[src/hdl/hrsp_pkg.sv]
// Shared types and constants for the hex record stream parser.
`default_nettype none

package hrsp_pkg;

  // Character codes
  localparam logic [7:0] CHAR_COLON = 8'h3A;
  localparam logic [7:0] CHAR_LF    = 8'h0A;
  localparam logic [7:0] CHAR_CR    = 8'h0D;
  localparam logic [7:0] CHAR_TAB   = 8'h09;
  localparam logic [7:0] CHAR_SPACE = 8'h20;

  // Highest legal record type
  localparam logic [7:0] MAX_REC_TYPE = 8'h05;

  // Record types
  localparam logic [7:0] REC_DATA     = 8'h00;
  localparam logic [7:0] REC_SEG_ADDR = 8'h02;
  localparam logic [7:0] REC_SEG_EXEC = 8'h03;
  localparam logic [7:0] REC_LIN_ADDR = 8'h04;
  localparam logic [7:0] REC_LIN_EXEC = 8'h05;

  // Statistic limit
  localparam logic [31:0] COUNT_MAX = 32'hFFFF_FFFF;

  // Line error codes
  typedef enum logic [2:0] {
    ERR_NONE     = 3'd0,
    ERR_NO_COLON = 3'd1,
    ERR_BAD_HEX  = 3'd2,
    ERR_SHORT    = 3'd3,
    ERR_TYPE     = 3'd4,
    ERR_CHECKSUM = 3'd5
  } line_err_t;

  // Result kinds
  localparam logic RESULT_DATA   = 1'b0;
  localparam logic RESULT_REPORT = 1'b1;

  // Events from the line parser to the file statistics unit
  typedef struct packed {
    logic             data_valid;
    logic             end_valid;
    line_err_t        error;
    logic [7:0]       kind;
    logic [7:0]       length;
    logic [15:0]      offset;
    logic [7:0]       index;
    logic [7:0]       data;
    logic [3:0][7:0]  lead;
  } line_evt_t;

endpackage

`default_nettype wire

[src/hdl/hex_record_stream_parser.sv]
// Top level of the hex record stream parser: input stage, parser, output register.
//
// Usage: hex text enters one character per transaction on the input channel
// (in_valid/in_ready, char_code, new_file). new_file clears base address and
// statistics before its character is handled; a line in progress continues.
// The output channel (out_valid/out_ready) carries at most one result per
// character: a data byte with its absolute address (result_kind 0) or, at
// each LF ending a non-blank line, a record report (result_kind 1) with type,
// pass/fail, error code and the running statistics.
// A result passes through the input register, then the output register, after its
// character is accepted. Throughput: one character per cycle while the receiver
// does not stall; the single decode step between the two registers sets that rate.
// When the receiver stalls, the output register holds its result and the
// input register takes one more character, after which in_ready drops.
// Reset clears the line state and statistics; no result is pending after it.
`default_nettype none

module hex_record_stream_parser (
  input  wire logic        clk,
  input  wire logic        rst,
  input  wire logic        in_valid,
  output logic             in_ready,
  input  wire logic [7:0]  char_code,
  input  wire logic        new_file,
  output logic             out_valid,
  input  wire logic        out_ready,
  output logic             result_kind,
  output logic [7:0]       data_byte,
  output logic [31:0]      byte_address,
  output logic [7:0]       record_type,
  output logic             record_ok,
  output logic [2:0]       error_code,
  output logic [31:0]      range_start,
  output logic [31:0]      range_end,
  output logic [31:0]      entry_address,
  output logic             entry_valid,
  output logic [31:0]      data_records,
  output logic [31:0]      data_bytes
);
  import hrsp_pkg::*;

  logic        s1_valid;
  logic [7:0]  s1_char;
  logic        s1_new_file;
  logic        advance;
  logic        step;
  line_evt_t   evt;

  logic        st_ok;
  logic [31:0] st_address, st_start, st_end, st_entry, st_records, st_bytes;
  logic        st_entry_valid;

  assign advance  = !out_valid || out_ready;
  assign in_ready = !s1_valid || advance;
  assign step     = s1_valid && advance;

  // Input register
  always_ff @(posedge clk) begin
    if (rst) begin
      s1_valid <= 1'b0;
    end else if (in_ready) begin
      s1_valid <= in_valid;
    end
  end

  always_ff @(posedge clk) begin
    if (in_ready && in_valid) begin
      s1_char     <= char_code;
      s1_new_file <= new_file;
    end
  end

  hrsp_line_parser u_parser (
    .clk       (clk),
    .rst       (rst),
    .step      (step),
    .char_code (s1_char),
    .evt       (evt)
  );

  hrsp_file_stats u_stats (
    .clk           (clk),
    .rst           (rst),
    .step          (step),
    .new_file      (s1_new_file),
    .evt           (evt),
    .record_ok     (st_ok),
    .byte_address  (st_address),
    .range_start   (st_start),
    .range_end     (st_end),
    .entry_address (st_entry),
    .entry_valid   (st_entry_valid),
    .data_records  (st_records),
    .data_bytes    (st_bytes)
  );

  // Output register valid
  always_ff @(posedge clk) begin
    if (rst) begin
      out_valid <= 1'b0;
    end else if (advance) begin
      out_valid <= step && (evt.data_valid || evt.end_valid);
    end
  end

  // Output register payload
  always_ff @(posedge clk) begin
    if (step && (evt.data_valid || evt.end_valid)) begin
      record_type <= evt.kind;
      if (evt.end_valid) begin
        result_kind   <= RESULT_REPORT;
        data_byte     <= 8'd0;
        byte_address  <= 32'd0;
        record_ok     <= st_ok;
        error_code    <= evt.error;
        range_start   <= st_start;
        range_end     <= st_end;
        entry_address <= st_entry;
        entry_valid   <= st_entry_valid;
        data_records  <= st_records;
        data_bytes    <= st_bytes;
      end else begin
        result_kind   <= RESULT_DATA;
        data_byte     <= evt.data;
        byte_address  <= st_address;
        record_ok     <= 1'b0;
        error_code    <= ERR_NONE;
        range_start   <= 32'd0;
        range_end     <= 32'd0;
        entry_address <= 32'd0;
        entry_valid   <= 1'b0;
        data_records  <= 32'd0;
        data_bytes    <= 32'd0;
      end
    end
  end

endmodule

`default_nettype wire

[src/hdl/hrsp_line_parser.sv]
// Per-line record field decoder: phase tracking, nibble pairing, checksum.
`default_nettype none

module hrsp_line_parser (
  input  wire logic              clk,
  input  wire logic              rst,
  input  wire logic              step,
  input  wire logic [7:0]        char_code,
  output hrsp_pkg::line_evt_t    evt
);
  import hrsp_pkg::*;

  typedef enum logic [14:0] {
    PH_WAIT    = 15'h0001,
    PH_CNT_HI  = 15'h0002,
    PH_CNT_LO  = 15'h0004,
    PH_AH_HI   = 15'h0008,
    PH_AH_LO   = 15'h0010,
    PH_AL_HI   = 15'h0020,
    PH_AL_LO   = 15'h0040,
    PH_TYP_HI  = 15'h0080,
    PH_TYP_LO  = 15'h0100,
    PH_DAT_HI  = 15'h0200,
    PH_DAT_LO  = 15'h0400,
    PH_SUM_HI  = 15'h0800,
    PH_SUM_LO  = 15'h1000,
    PH_DONE    = 15'h2000,
    PH_ERROR   = 15'h4000
  } phase_t;

  phase_t          phase, phase_next;
  logic [3:0]      nibble_hold, nibble_hold_next;
  logic [7:0]      rec_length, rec_length_next;
  logic [15:0]     rec_offset, rec_offset_next;
  logic [7:0]      rec_kind, rec_kind_next;
  logic [7:0]      byte_index, byte_index_next;
  logic [7:0]      running_sum, running_sum_next;
  line_err_t       line_error, line_error_next;
  logic            line_seen, line_seen_next;
  logic [3:0][7:0] leading_bytes, leading_bytes_next;

  logic            is_ws;
  logic            hex_ok;
  logic [3:0]      hex_val;
  logic [7:0]      byte_val;
  logic [7:0]      sum_new;
  logic [8:0]      idx_inc;

  // Hex digit decode
  always_comb begin
    hex_ok  = 1'b1;
    hex_val = 4'd0;
    if (char_code >= 8'h30 && char_code <= 8'h39) begin
      hex_val = char_code[3:0];
    end else if ((char_code >= 8'h41 && char_code <= 8'h46) ||
                 (char_code >= 8'h61 && char_code <= 8'h66)) begin
      hex_val = char_code[3:0] + 4'd9;
    end else begin
      hex_ok = 1'b0;
    end
  end

  assign is_ws    = (char_code == CHAR_SPACE) || (char_code == CHAR_TAB) ||
                    (char_code == CHAR_CR);
  assign byte_val = {nibble_hold, hex_val};
  assign sum_new  = running_sum + byte_val;
  assign idx_inc  = {1'b0, byte_index} + 9'd1;

  // Event fields always reflect the current line
  always_comb begin
    evt.data_valid = 1'b0;
    evt.end_valid  = 1'b0;
    evt.error      = line_error;
    evt.kind       = rec_kind;
    evt.length     = rec_length;
    evt.offset     = rec_offset;
    evt.index      = byte_index;
    evt.data       = byte_val;
    evt.lead       = leading_bytes;

    phase_next         = phase;
    nibble_hold_next   = nibble_hold;
    rec_length_next    = rec_length;
    rec_offset_next    = rec_offset;
    rec_kind_next      = rec_kind;
    byte_index_next    = byte_index;
    running_sum_next   = running_sum;
    line_error_next    = line_error;
    line_seen_next     = line_seen;
    leading_bytes_next = leading_bytes;

    if (step && !is_ws) begin
      if (char_code == CHAR_LF) begin
        // Line end: report unless the line was blank, then start over
        if (!(phase == PH_WAIT && !line_seen)) begin
          evt.end_valid = 1'b1;
          if (line_error == ERR_NONE && phase != PH_DONE) begin
            evt.error = ERR_SHORT;
          end
        end
        phase_next         = PH_WAIT;
        nibble_hold_next   = 4'd0;
        rec_length_next    = 8'd0;
        rec_offset_next    = 16'd0;
        rec_kind_next      = 8'd0;
        byte_index_next    = 8'd0;
        running_sum_next   = 8'd0;
        line_error_next    = ERR_NONE;
        line_seen_next     = 1'b0;
        leading_bytes_next = '0;
      end else if (phase == PH_WAIT) begin
        line_seen_next = 1'b1;
        if (char_code == CHAR_COLON) begin
          phase_next = PH_CNT_HI;
        end else begin
          line_error_next = ERR_NO_COLON;
          phase_next      = PH_ERROR;
        end
      end else if (phase == PH_DONE || phase == PH_ERROR) begin
        // trailing text ignored
      end else if (!hex_ok) begin
        line_error_next = ERR_BAD_HEX;
        phase_next      = PH_ERROR;
      end else begin
        unique case (phase)
          PH_CNT_HI, PH_AH_HI, PH_AL_HI, PH_TYP_HI, PH_DAT_HI, PH_SUM_HI: begin
            nibble_hold_next = hex_val;
            unique case (phase)
              PH_CNT_HI: phase_next = PH_CNT_LO;
              PH_AH_HI:  phase_next = PH_AH_LO;
              PH_AL_HI:  phase_next = PH_AL_LO;
              PH_TYP_HI: phase_next = PH_TYP_LO;
              PH_DAT_HI: phase_next = PH_DAT_LO;
              default:   phase_next = PH_SUM_LO;
            endcase
          end
          PH_CNT_LO: begin
            running_sum_next = sum_new;
            rec_length_next  = byte_val;
            phase_next       = PH_AH_HI;
          end
          PH_AH_LO: begin
            running_sum_next = sum_new;
            rec_offset_next  = {byte_val, 8'd0};
            phase_next       = PH_AL_HI;
          end
          PH_AL_LO: begin
            running_sum_next = sum_new;
            rec_offset_next  = {rec_offset[15:8], byte_val};
            phase_next       = PH_TYP_HI;
          end
          PH_TYP_LO: begin
            running_sum_next = sum_new;
            rec_kind_next    = byte_val;
            if (byte_val > MAX_REC_TYPE) begin
              line_error_next = ERR_TYPE;
              phase_next      = PH_ERROR;
            end else if (rec_length != 8'd0) begin
              phase_next = PH_DAT_HI;
            end else begin
              phase_next = PH_SUM_HI;
            end
          end
          PH_DAT_LO: begin
            // Data byte goes out as soon as it completes
            running_sum_next = sum_new;
            evt.data_valid   = 1'b1;
            if (byte_index[7:2] == 6'd0) begin
              leading_bytes_next[byte_index[1:0]] = byte_val;
            end
            byte_index_next = idx_inc[7:0];
            phase_next = (idx_inc >= {1'b0, rec_length}) ? PH_SUM_HI : PH_DAT_HI;
          end
          PH_SUM_LO: begin
            running_sum_next = sum_new;
            if (sum_new != 8'd0) begin
              line_error_next = ERR_CHECKSUM;
              phase_next      = PH_ERROR;
            end else begin
              phase_next = PH_DONE;
            end
          end
          default: phase_next = PH_ERROR;
        endcase
      end
    end
  end

  // Line state registers
  always_ff @(posedge clk) begin
    if (rst) begin
      phase         <= PH_WAIT;
      nibble_hold   <= 4'd0;
      rec_length    <= 8'd0;
      rec_offset    <= 16'd0;
      rec_kind      <= 8'd0;
      byte_index    <= 8'd0;
      running_sum   <= 8'd0;
      line_error    <= ERR_NONE;
      line_seen     <= 1'b0;
      leading_bytes <= '0;
    end else begin
      phase         <= phase_next;
      nibble_hold   <= nibble_hold_next;
      rec_length    <= rec_length_next;
      rec_offset    <= rec_offset_next;
      rec_kind      <= rec_kind_next;
      byte_index    <= byte_index_next;
      running_sum   <= running_sum_next;
      line_error    <= line_error_next;
      line_seen     <= line_seen_next;
      leading_bytes <= leading_bytes_next;
    end
  end

endmodule

`default_nettype wire

[src/hdl/hrsp_file_stats.sv]
// File-level state: base address, entry point, address range and counts.
`default_nettype none

module hrsp_file_stats (
  input  wire logic              clk,
  input  wire logic              rst,
  input  wire logic              step,
  input  wire logic              new_file,
  input  wire hrsp_pkg::line_evt_t evt,
  output logic                   record_ok,
  output logic [31:0]            byte_address,
  output logic [31:0]            range_start,
  output logic [31:0]            range_end,
  output logic [31:0]            entry_address,
  output logic                   entry_valid,
  output logic [31:0]            data_records,
  output logic [31:0]            data_bytes
);
  import hrsp_pkg::*;

  logic [31:0] base_address, base_address_next;
  logic [31:0] lowest_address, lowest_address_next;
  logic [31:0] highest_end, highest_end_next;
  logic [31:0] exec_address, exec_address_next;
  logic        exec_valid, exec_valid_next;
  logic [31:0] record_total, record_total_next;
  logic [31:0] byte_total, byte_total_next;

  logic [31:0] base_eff, lowest_eff, highest_eff, exec_eff, rtotal_eff, btotal_eff;
  logic        exec_valid_eff;
  logic [31:0] rec_start, rec_end;
  logic [32:0] bytes_sum;
  logic        accept;

  // New file clears before the character is handled
  always_comb begin
    base_eff       = new_file ? 32'd0 : base_address;
    lowest_eff     = new_file ? COUNT_MAX : lowest_address;
    highest_eff    = new_file ? 32'd0 : highest_end;
    exec_eff       = new_file ? 32'd0 : exec_address;
    exec_valid_eff = new_file ? 1'b0 : exec_valid;
    rtotal_eff     = new_file ? 32'd0 : record_total;
    btotal_eff     = new_file ? 32'd0 : byte_total;
  end

  assign byte_address = base_eff + {16'd0, evt.offset} + {24'd0, evt.index};
  assign rec_start    = base_eff + {16'd0, evt.offset};
  assign rec_end      = rec_start + {24'd0, evt.length};
  assign bytes_sum    = {1'b0, btotal_eff} + {25'd0, evt.length};
  assign record_ok    = (evt.error == ERR_NONE);
  assign accept       = evt.end_valid && record_ok;

  // Record acceptance
  always_comb begin
    base_address_next   = base_eff;
    lowest_address_next = lowest_eff;
    highest_end_next    = highest_eff;
    exec_address_next   = exec_eff;
    exec_valid_next     = exec_valid_eff;
    record_total_next   = rtotal_eff;
    byte_total_next     = btotal_eff;
    if (accept) begin
      case (evt.kind)
        REC_DATA: begin
          if (rtotal_eff != COUNT_MAX) begin
            record_total_next = rtotal_eff + 32'd1;
          end
          byte_total_next = bytes_sum[32] ? COUNT_MAX : bytes_sum[31:0];
          if (rec_start < lowest_eff) begin
            lowest_address_next = rec_start;
          end
          if (rec_end > highest_eff) begin
            highest_end_next = rec_end;
          end
        end
        REC_LIN_ADDR: begin
          if (evt.length >= 8'd2) begin
            base_address_next = {evt.lead[0], evt.lead[1], 16'd0};
          end
        end
        REC_SEG_ADDR: begin
          if (evt.length >= 8'd2) begin
            base_address_next = {12'd0, evt.lead[0], evt.lead[1], 4'd0};
          end
        end
        REC_SEG_EXEC: begin
          if (evt.length >= 8'd4) begin
            exec_address_next = {12'd0, evt.lead[0], evt.lead[1], 4'd0} +
                                {16'd0, evt.lead[2], evt.lead[3]};
            exec_valid_next   = 1'b1;
          end
        end
        REC_LIN_EXEC: begin
          if (evt.length >= 8'd4) begin
            exec_address_next = {evt.lead[0], evt.lead[1], evt.lead[2], evt.lead[3]};
            exec_valid_next   = 1'b1;
          end
        end
        default: ;
      endcase
    end
  end

  // Report fields show the state after this record
  assign range_start   = (record_total_next != 32'd0) ? lowest_address_next : 32'd0;
  assign range_end     = (record_total_next != 32'd0) ? highest_end_next : 32'd0;
  assign entry_address = exec_address_next;
  assign entry_valid   = exec_valid_next;
  assign data_records  = record_total_next;
  assign data_bytes    = byte_total_next;

  always_ff @(posedge clk) begin
    if (rst) begin
      base_address   <= 32'd0;
      lowest_address <= COUNT_MAX;
      highest_end    <= 32'd0;
      exec_address   <= 32'd0;
      exec_valid     <= 1'b0;
      record_total   <= 32'd0;
      byte_total     <= 32'd0;
    end else if (step) begin
      base_address   <= base_address_next;
      lowest_address <= lowest_address_next;
      highest_end    <= highest_end_next;
      exec_address   <= exec_address_next;
      exec_valid     <= exec_valid_next;
      record_total   <= record_total_next;
      byte_total     <= byte_total_next;
    end
  end

endmodule

`default_nettype wire

[config.mk]
export PLATFORM = sky130hd
export DESIGN_NAME = hex_record_stream_parser
export DESIGN_NICKNAME = d
export VERILOG_FILES = /design/src/hdl/hrsp_pkg.sv /design/src/hdl/hex_record_stream_parser.sv /design/src/hdl/hrsp_line_parser.sv /design/src/hdl/hrsp_file_stats.sv
export SDC_FILE = /design/constraint.sdc
export NUM_CORES = 1
export LEC_CHECK = 0
export BUFFER_PORTS_ARGS = -buffer_cell sky130_fd_sc_hd__buf_2
export CAP_MARGIN = 0
export CORE_MARGIN = 2
export CORE_UTILIZATION = 30
export CTS_CLUSTER_SIZE = 24
export DETAILED_ROUTE_END_ITERATION = 8
export SLEW_MARGIN = 25
export SYNTH_ARGS = -nofsm -noshare
export SYNTH_HDL_FRONTEND = slang
export SYNTH_SLANG_ARGS = --single-unit
[constraint.sdc]
create_clock -name clk -period 13.5 [get_ports clk]
set_clock_uncertainty 0.2 [all_clocks]
set_input_delay 2.7 -clock clk [delete_from_list [all_inputs] [get_ports clk]]
set_output_delay 2.7 -clock clk [all_outputs]
set_load 0.05 [all_outputs]
# Word level (Yosys, flattened, before mapping)
# Cells that the tools add are included.
# word_totals
output_inout_bits	216
wordCells	252
ff_bits	521
# op_classes
n_addsub	9
magnitude_cmp	14
n_reduce_logical	54
n_eq_ne	34
muxes	104
# ops
operator	count
32-bit two-way mux	30
8-bit two-way mux	21
32-bit one-hot mux with 2 select lines	2
15-bit two-way mux	7
15-bit one-hot mux with 7 select lines	1
13-bit one-hot mux with 5 select lines	1
32-bit by 8-bit adder with 32-bit output	2
16-bit two-way mux	4
4-bit two-way mux	9
32-bit by 8-bit adder with 33-bit output	1
32-bit by 1-bit adder with 32-bit output (second input constant)	1
32-bit by 16-bit adder with 32-bit output	1
32-bit bitwise mux	1
32-bit greater-than comparator	1
32-bit < comparator	1
32-bit inequality test (second input constant)	1
16-bit one-hot mux with 2 select lines	1
32-bit nonzero test	1
5-bit AND reduction	6
8-bit by 4-bit equality test with 1-bit output (second input constant)	3
12-bit two-way mux	2
3-bit two-way mux	8
20-bit by 16-bit adder with 21-bit output	1
6-bit AND reduction	3
52 further kinds	106

# Logic depth before layout (Yosys ltp)
# depth
ltp_word	15
ltp_mapped	46
depth_no_buf	33

# Hierarchy
# A second synthesis with hierarchy kept.
# hier_totals
cells_unflattened	3500
hier_area_um2	30875.9
# modules_own_cells
mod	n_inst	area_each_um2	cells_each
hrsp_file_stats	1	17185.2	2378
hex_record_stream_parser	1	8194.1	461
hrsp_line_parser	1	5496.5	661

# Worst setup path before layout
# No wires, ideal clock.
# synth_path
path_type	reg2reg
from	register s1_new_file
to	register u_stats.highest_end[20]
t_arrival_ps	8794
n_path_buf	13
required_ps	13241
path_slack_ps	4447
stages_incl_launch_ff	46
setup_time_ps	59
path_cell_list	edfxtp_1 -> buf_2 -> buf_6 -> buf_6 -> buf_2 -> buf_1 -> clkbuf_1 -> clkbuf_1 -> buf_2 -> buf_1 -> clkbuf_1 -> buf_1 -> buf_1 -> nor2b_1 -> ha_1 -> o21ai_0 -> a221oi_1 -> o22ai_1 -> [... 10 more ...] -> nand3_2 -> nor4_4 -> nand2_1 -> xor2_1 -> inv_1 -> ha_1 -> a21o_1 -> a21o_1 -> a21o_1 -> a21o_1 -> a211oi_1 -> o21bai_1 -> a211oi_1 -> nor3_1 -> o21ai_0 -> and2_1 -> clkbuf_1 -> a22o_1
# synth_via
elab_chain_len	7
elab_cells_between_ends	8
classes_between	2 x add/sub; 1 x order compare; 5 x mux
# synth_rtl
item	line	text
start, declared	hex_record_stream_parser.sv:44	logic s1_new_file;
start signal, assigned	hex_record_stream_parser.sv:69	s1_new_file <= new_file;
32-bit two-way mux	hrsp_file_stats.sv:37	base_eff = new_file ? 32'd0 : base_address;
32-bit by 16-bit adder with 32-bit output	hrsp_file_stats.sv:47	assign rec_start = base_eff + {16'd0, evt.offset};
32-bit by 8-bit adder with 32-bit output	hrsp_file_stats.sv:48	assign rec_end = rec_start + {24'd0, evt.length};
32-bit greater-than comparator	hrsp_file_stats.sv:72	if (rec_end > highest_eff) begin
32-bit two-way mux	hrsp_file_stats.sv:72	
32-bit two-way mux	hrsp_file_stats.sv:63	case (evt.kind)
32-bit two-way mux (*)	hrsp_file_stats.sv:62	if (accept) begin
end signal, assigned	hrsp_file_stats.sv:124	highest_end <= highest_end_next;
end, declared	hrsp_file_stats.sv:23	logic [31:0] highest_end, highest_end_next;
# Every way passes the cells marked *; elsewhere a longest branch is shown, timed or not.
# A chain may end at the register's enable or synchronous reset.

# Final worst setup path
# layout_path
from	register s1_new_file
to	register u_stats.highest_end[21]
# The elaborated chain is that of the path after synthesis.

==> results by group <==
Outcome
  – Result of the run: finished, final reports clean

Synthesis
  – Flip-flop and latch count after synthesis: 521
  – Most repeated cell in the gate-level netlist after synthesis: nor2_1
  – Synth area leader: edfxtp_1
  – Cells after Synth: 3314
  – Syn_nets: 3462
  – Count of flip-flops with a built-in enable after synthesis: 223
  – Cell area after synthesis: ~29000 um2
  – Syn_area_per_cell: 8.76 um2
  – Most used flip-flop cell after synthesis: dfxtp_1
  – Async set or reset register ratio after synthesis: 0%
  – Number of distinct library cell variants in the gate-level netlist after synthesis: 110
  – Yosys Warn Count: 0
  – Fraction of synthesized cell area taken by the top area cell type: roughly 23%
  – Synth top cells by count: nor2_1 (502), nand2_1 (343), a21oi_1 (299), dfxtp_1 (298), edfxtp_1 (223)
  – Leading post-synthesis cells by cell area: edfxtp_1 (23%), dfxtp_1 (21%), nor2_1 (6.5%)
  – Post-synthesis sequential area ratio: between 40% and 50%

Worst setup path
  – Cell type of the slowest stage on the worst timing path: buf_4
  – Arrival time worst endpoint: about 9 ns
  – Highest net fanout along the worst path: 67
  – Required time at the worst-slack endpoint: roughly 14 ns
  – Critical Path Sink Type: register
  – Crit path largest cell delay: approximately 0.68 ns
  – Start-to-end type of the worst setup path: reg2reg
  – Critical path launch point type: register

GRT
  – Maximum number of pins on one net before global-route repair: 103
  – Total gr overflow: 0
  – Total routing usage reported by global routing: 17.8%
  – Via count of the first global-routing pass: 23500
  – Initial antenna violation count: 1
  – First-pass GRT wire length: approximately 140 mm

Detailed routing
  – Remaining number of nets flagged by the antenna check after routing: 0
  – Iteration count of the initial detailed-routing pass: 8
  – Overall routed net length: 91.1 mm
  – DR iter-0 viols: 2045
  – Routed via count: about 25000
  – Via density per instance: 5.21
  – Wirelength per Cell: approximately 19 um
  – Post-route DRC: 0

Finish
  – Non-filler cells in the finished layout: 4772
  – Post-layout net count: between 3000 and 4000
  – Layout filler cell count: a little under 10000
  – Layout cells sized above 1: between 10% and 20%
  – Layout overhead on the synthesized area: 14.6%
  – Antenna Cells: 0

Clock network
  – Number of CTS-inserted buffers: 58
  – H-tree Lvls: 2
  – CTS root buf: clkbuf_16
  – Clock net sink count: 521
  – Total of hold buffers inserted after clock tree synthesis: 0
  – Insertion delay to the later sink of the worst-skew pair: between 0.6 and 0.7 ns
  – Post-CTS Setup Repair Bufs: 0
  – TritonCTS clock tree: built
  – Total of cells resized after clock tree synthesis: 0
  – CTS Buffer Depth: 3
  – Clock transition at the register clock pins on the worst setup and hold paths after CTS: about 0.06 ns

Timing
  – Share of the clock period used by the worst path after layout: between 60 and 70%
  – Count of final hold-check violations: 0
  – Total Negative Setup Slacks: 0 ns
  – Relative slew slack: around 30%
  – Number of failing setup endpoints in the final timing report: 0
  – Setup repair after global routing missed its margin: no
  – Fmax: 115 MHz
  – Worst Tran Pin Value: ~1 ns
  – Crit path time final: approximately 8.7 ns
  – Pins Over Slew Limit: 0

Floorplan
  – Core Box Area: roughly 96000 um2
  – Ports placed on the boundary: 229
  – Die H: ~320 um
  – Die Wd: between 300 and 400 um
  – Number of placement rows: about 110
  – Die ar.: about 100000 um2
  – Initial standard-cell utilization of the core: 30.1%

Power and ir drop
  – Largest voltage drop on the vdd net: approximately 93 uV
  – Total power divided by cell area: 102 nW/um2
  – LEAKAGE: 12.9 nW

Placed design
  – Half-perimeter wire length of the detailed placement result: between 60 and 70 mm
  – Routability congestion estimate: 0.898
  – Placed cells: ~4700
  – PortBufs: ~230

Flow run
  – Number of maximum-capacitance violations: 0

Worst hold path
  – Path type of the worst min-delay path: reg2reg
## kinds of logic (layout without fill, tap and decap cells)
family,Yosys count,count (layout),share of synthesized area [%]
AOI/OAI and AO/OA,845,845,18.7
xor gates and xnor gates,172,172,5.27
buffers and inverters,279,461,3.94
and+or+nand+nor,1345,1345,21.9
adders and majority gates,137,137,6.02
muxes,15,15,0.535
DFF,521,521,43.6
## power by group
part           switching (mW)  internal (mW)
Clock                   0.683          0.941
Combinational          0.0919         0.0303
Sequential            0.00789           1.64
Total                   0.782           2.61
## final timing paths
kind,startpoint,to,slack [ns],cells after the start
worst min-delay path,u_stats.exec_address[16],u_stats.exec_address[16],0.25,2
worst min register to register,u_stats.exec_address[16],u_stats.exec_address[16],0.25,2
worst max-delay path,s1_new_file,u_stats.highest_end[21],4.83,36
worst max register to register,s1_new_file,u_stats.highest_end[21],4.83,36
## metal layers
metal	vias up	share of wire, %	global-route usage [%]
li1	12200	-	-
met1	11900	44	23.5
met2	683	47	29.0
met3	146	5.9	2.93
met4	0	3.7	6.88
met5	-	0	0
## metrics by stage
step	instance area (um2)	hold slack (ns)	setup WS [ns]	total power [mW]	utilization (%)
finish	33300	0.251	4.83	3.39	34.5
global route	33300	0.269	4.02	3.50	34.5
CTS	33200	0.252	4.84	3.43	34.5
detailed placement	31300	0.244	4.85	1.80	32.5
global placement	31300	0.239	4.80	1.80	32.5
floorplan	29000	0.223	4.45	1.77	-
## worst max-delay path, delay by kind of cell (launching register included)
kind	cells	cell delay, ns
buf+inv	5	1.74
fa+ha+maj	4	1.05
xor+xnor	2	0.67
simple gates	10	2.00
compound gates	15	2.56
flops	1	0.33
## layout by cell type (no fill, tap or decap), drive strengths merged, types with 13 or more instances in the layout
cell	instances
a211oi	56
a21o	43
a21oi	301
a22oi	69
a311oi	14
a31oi	23
and2	22
and3	43
buf	265
clkbuf	77
clkinv	18
dfxtp	298
edfxtp	223
ha	130
inv	92
nand2	344
nand2b	22
nand3	77
nand4	31
nor2	503
nor2b	73
nor3	92
nor4	25
o211ai	39
o21a	16
o21ai	155
o21bai	17
o31ai	13
or3	23
xnor2	114
xor2	58
## cell type report
cell class / instances / area, um2 / area share [%]
multi-input combinational: 2514 / 15300 / 46.0
sequential: 521 / 12700 / 38.1
clock buffer: 77 / 1660 / 4.98
tap: 1276 / 1600 / 4.80
timing repair buffer: 265 / 1430 / 4.29
inverter: 87 / 327 / 0.982
clock inverter: 32 / 292 / 0.877
Power figures use the tool's default switching activity.
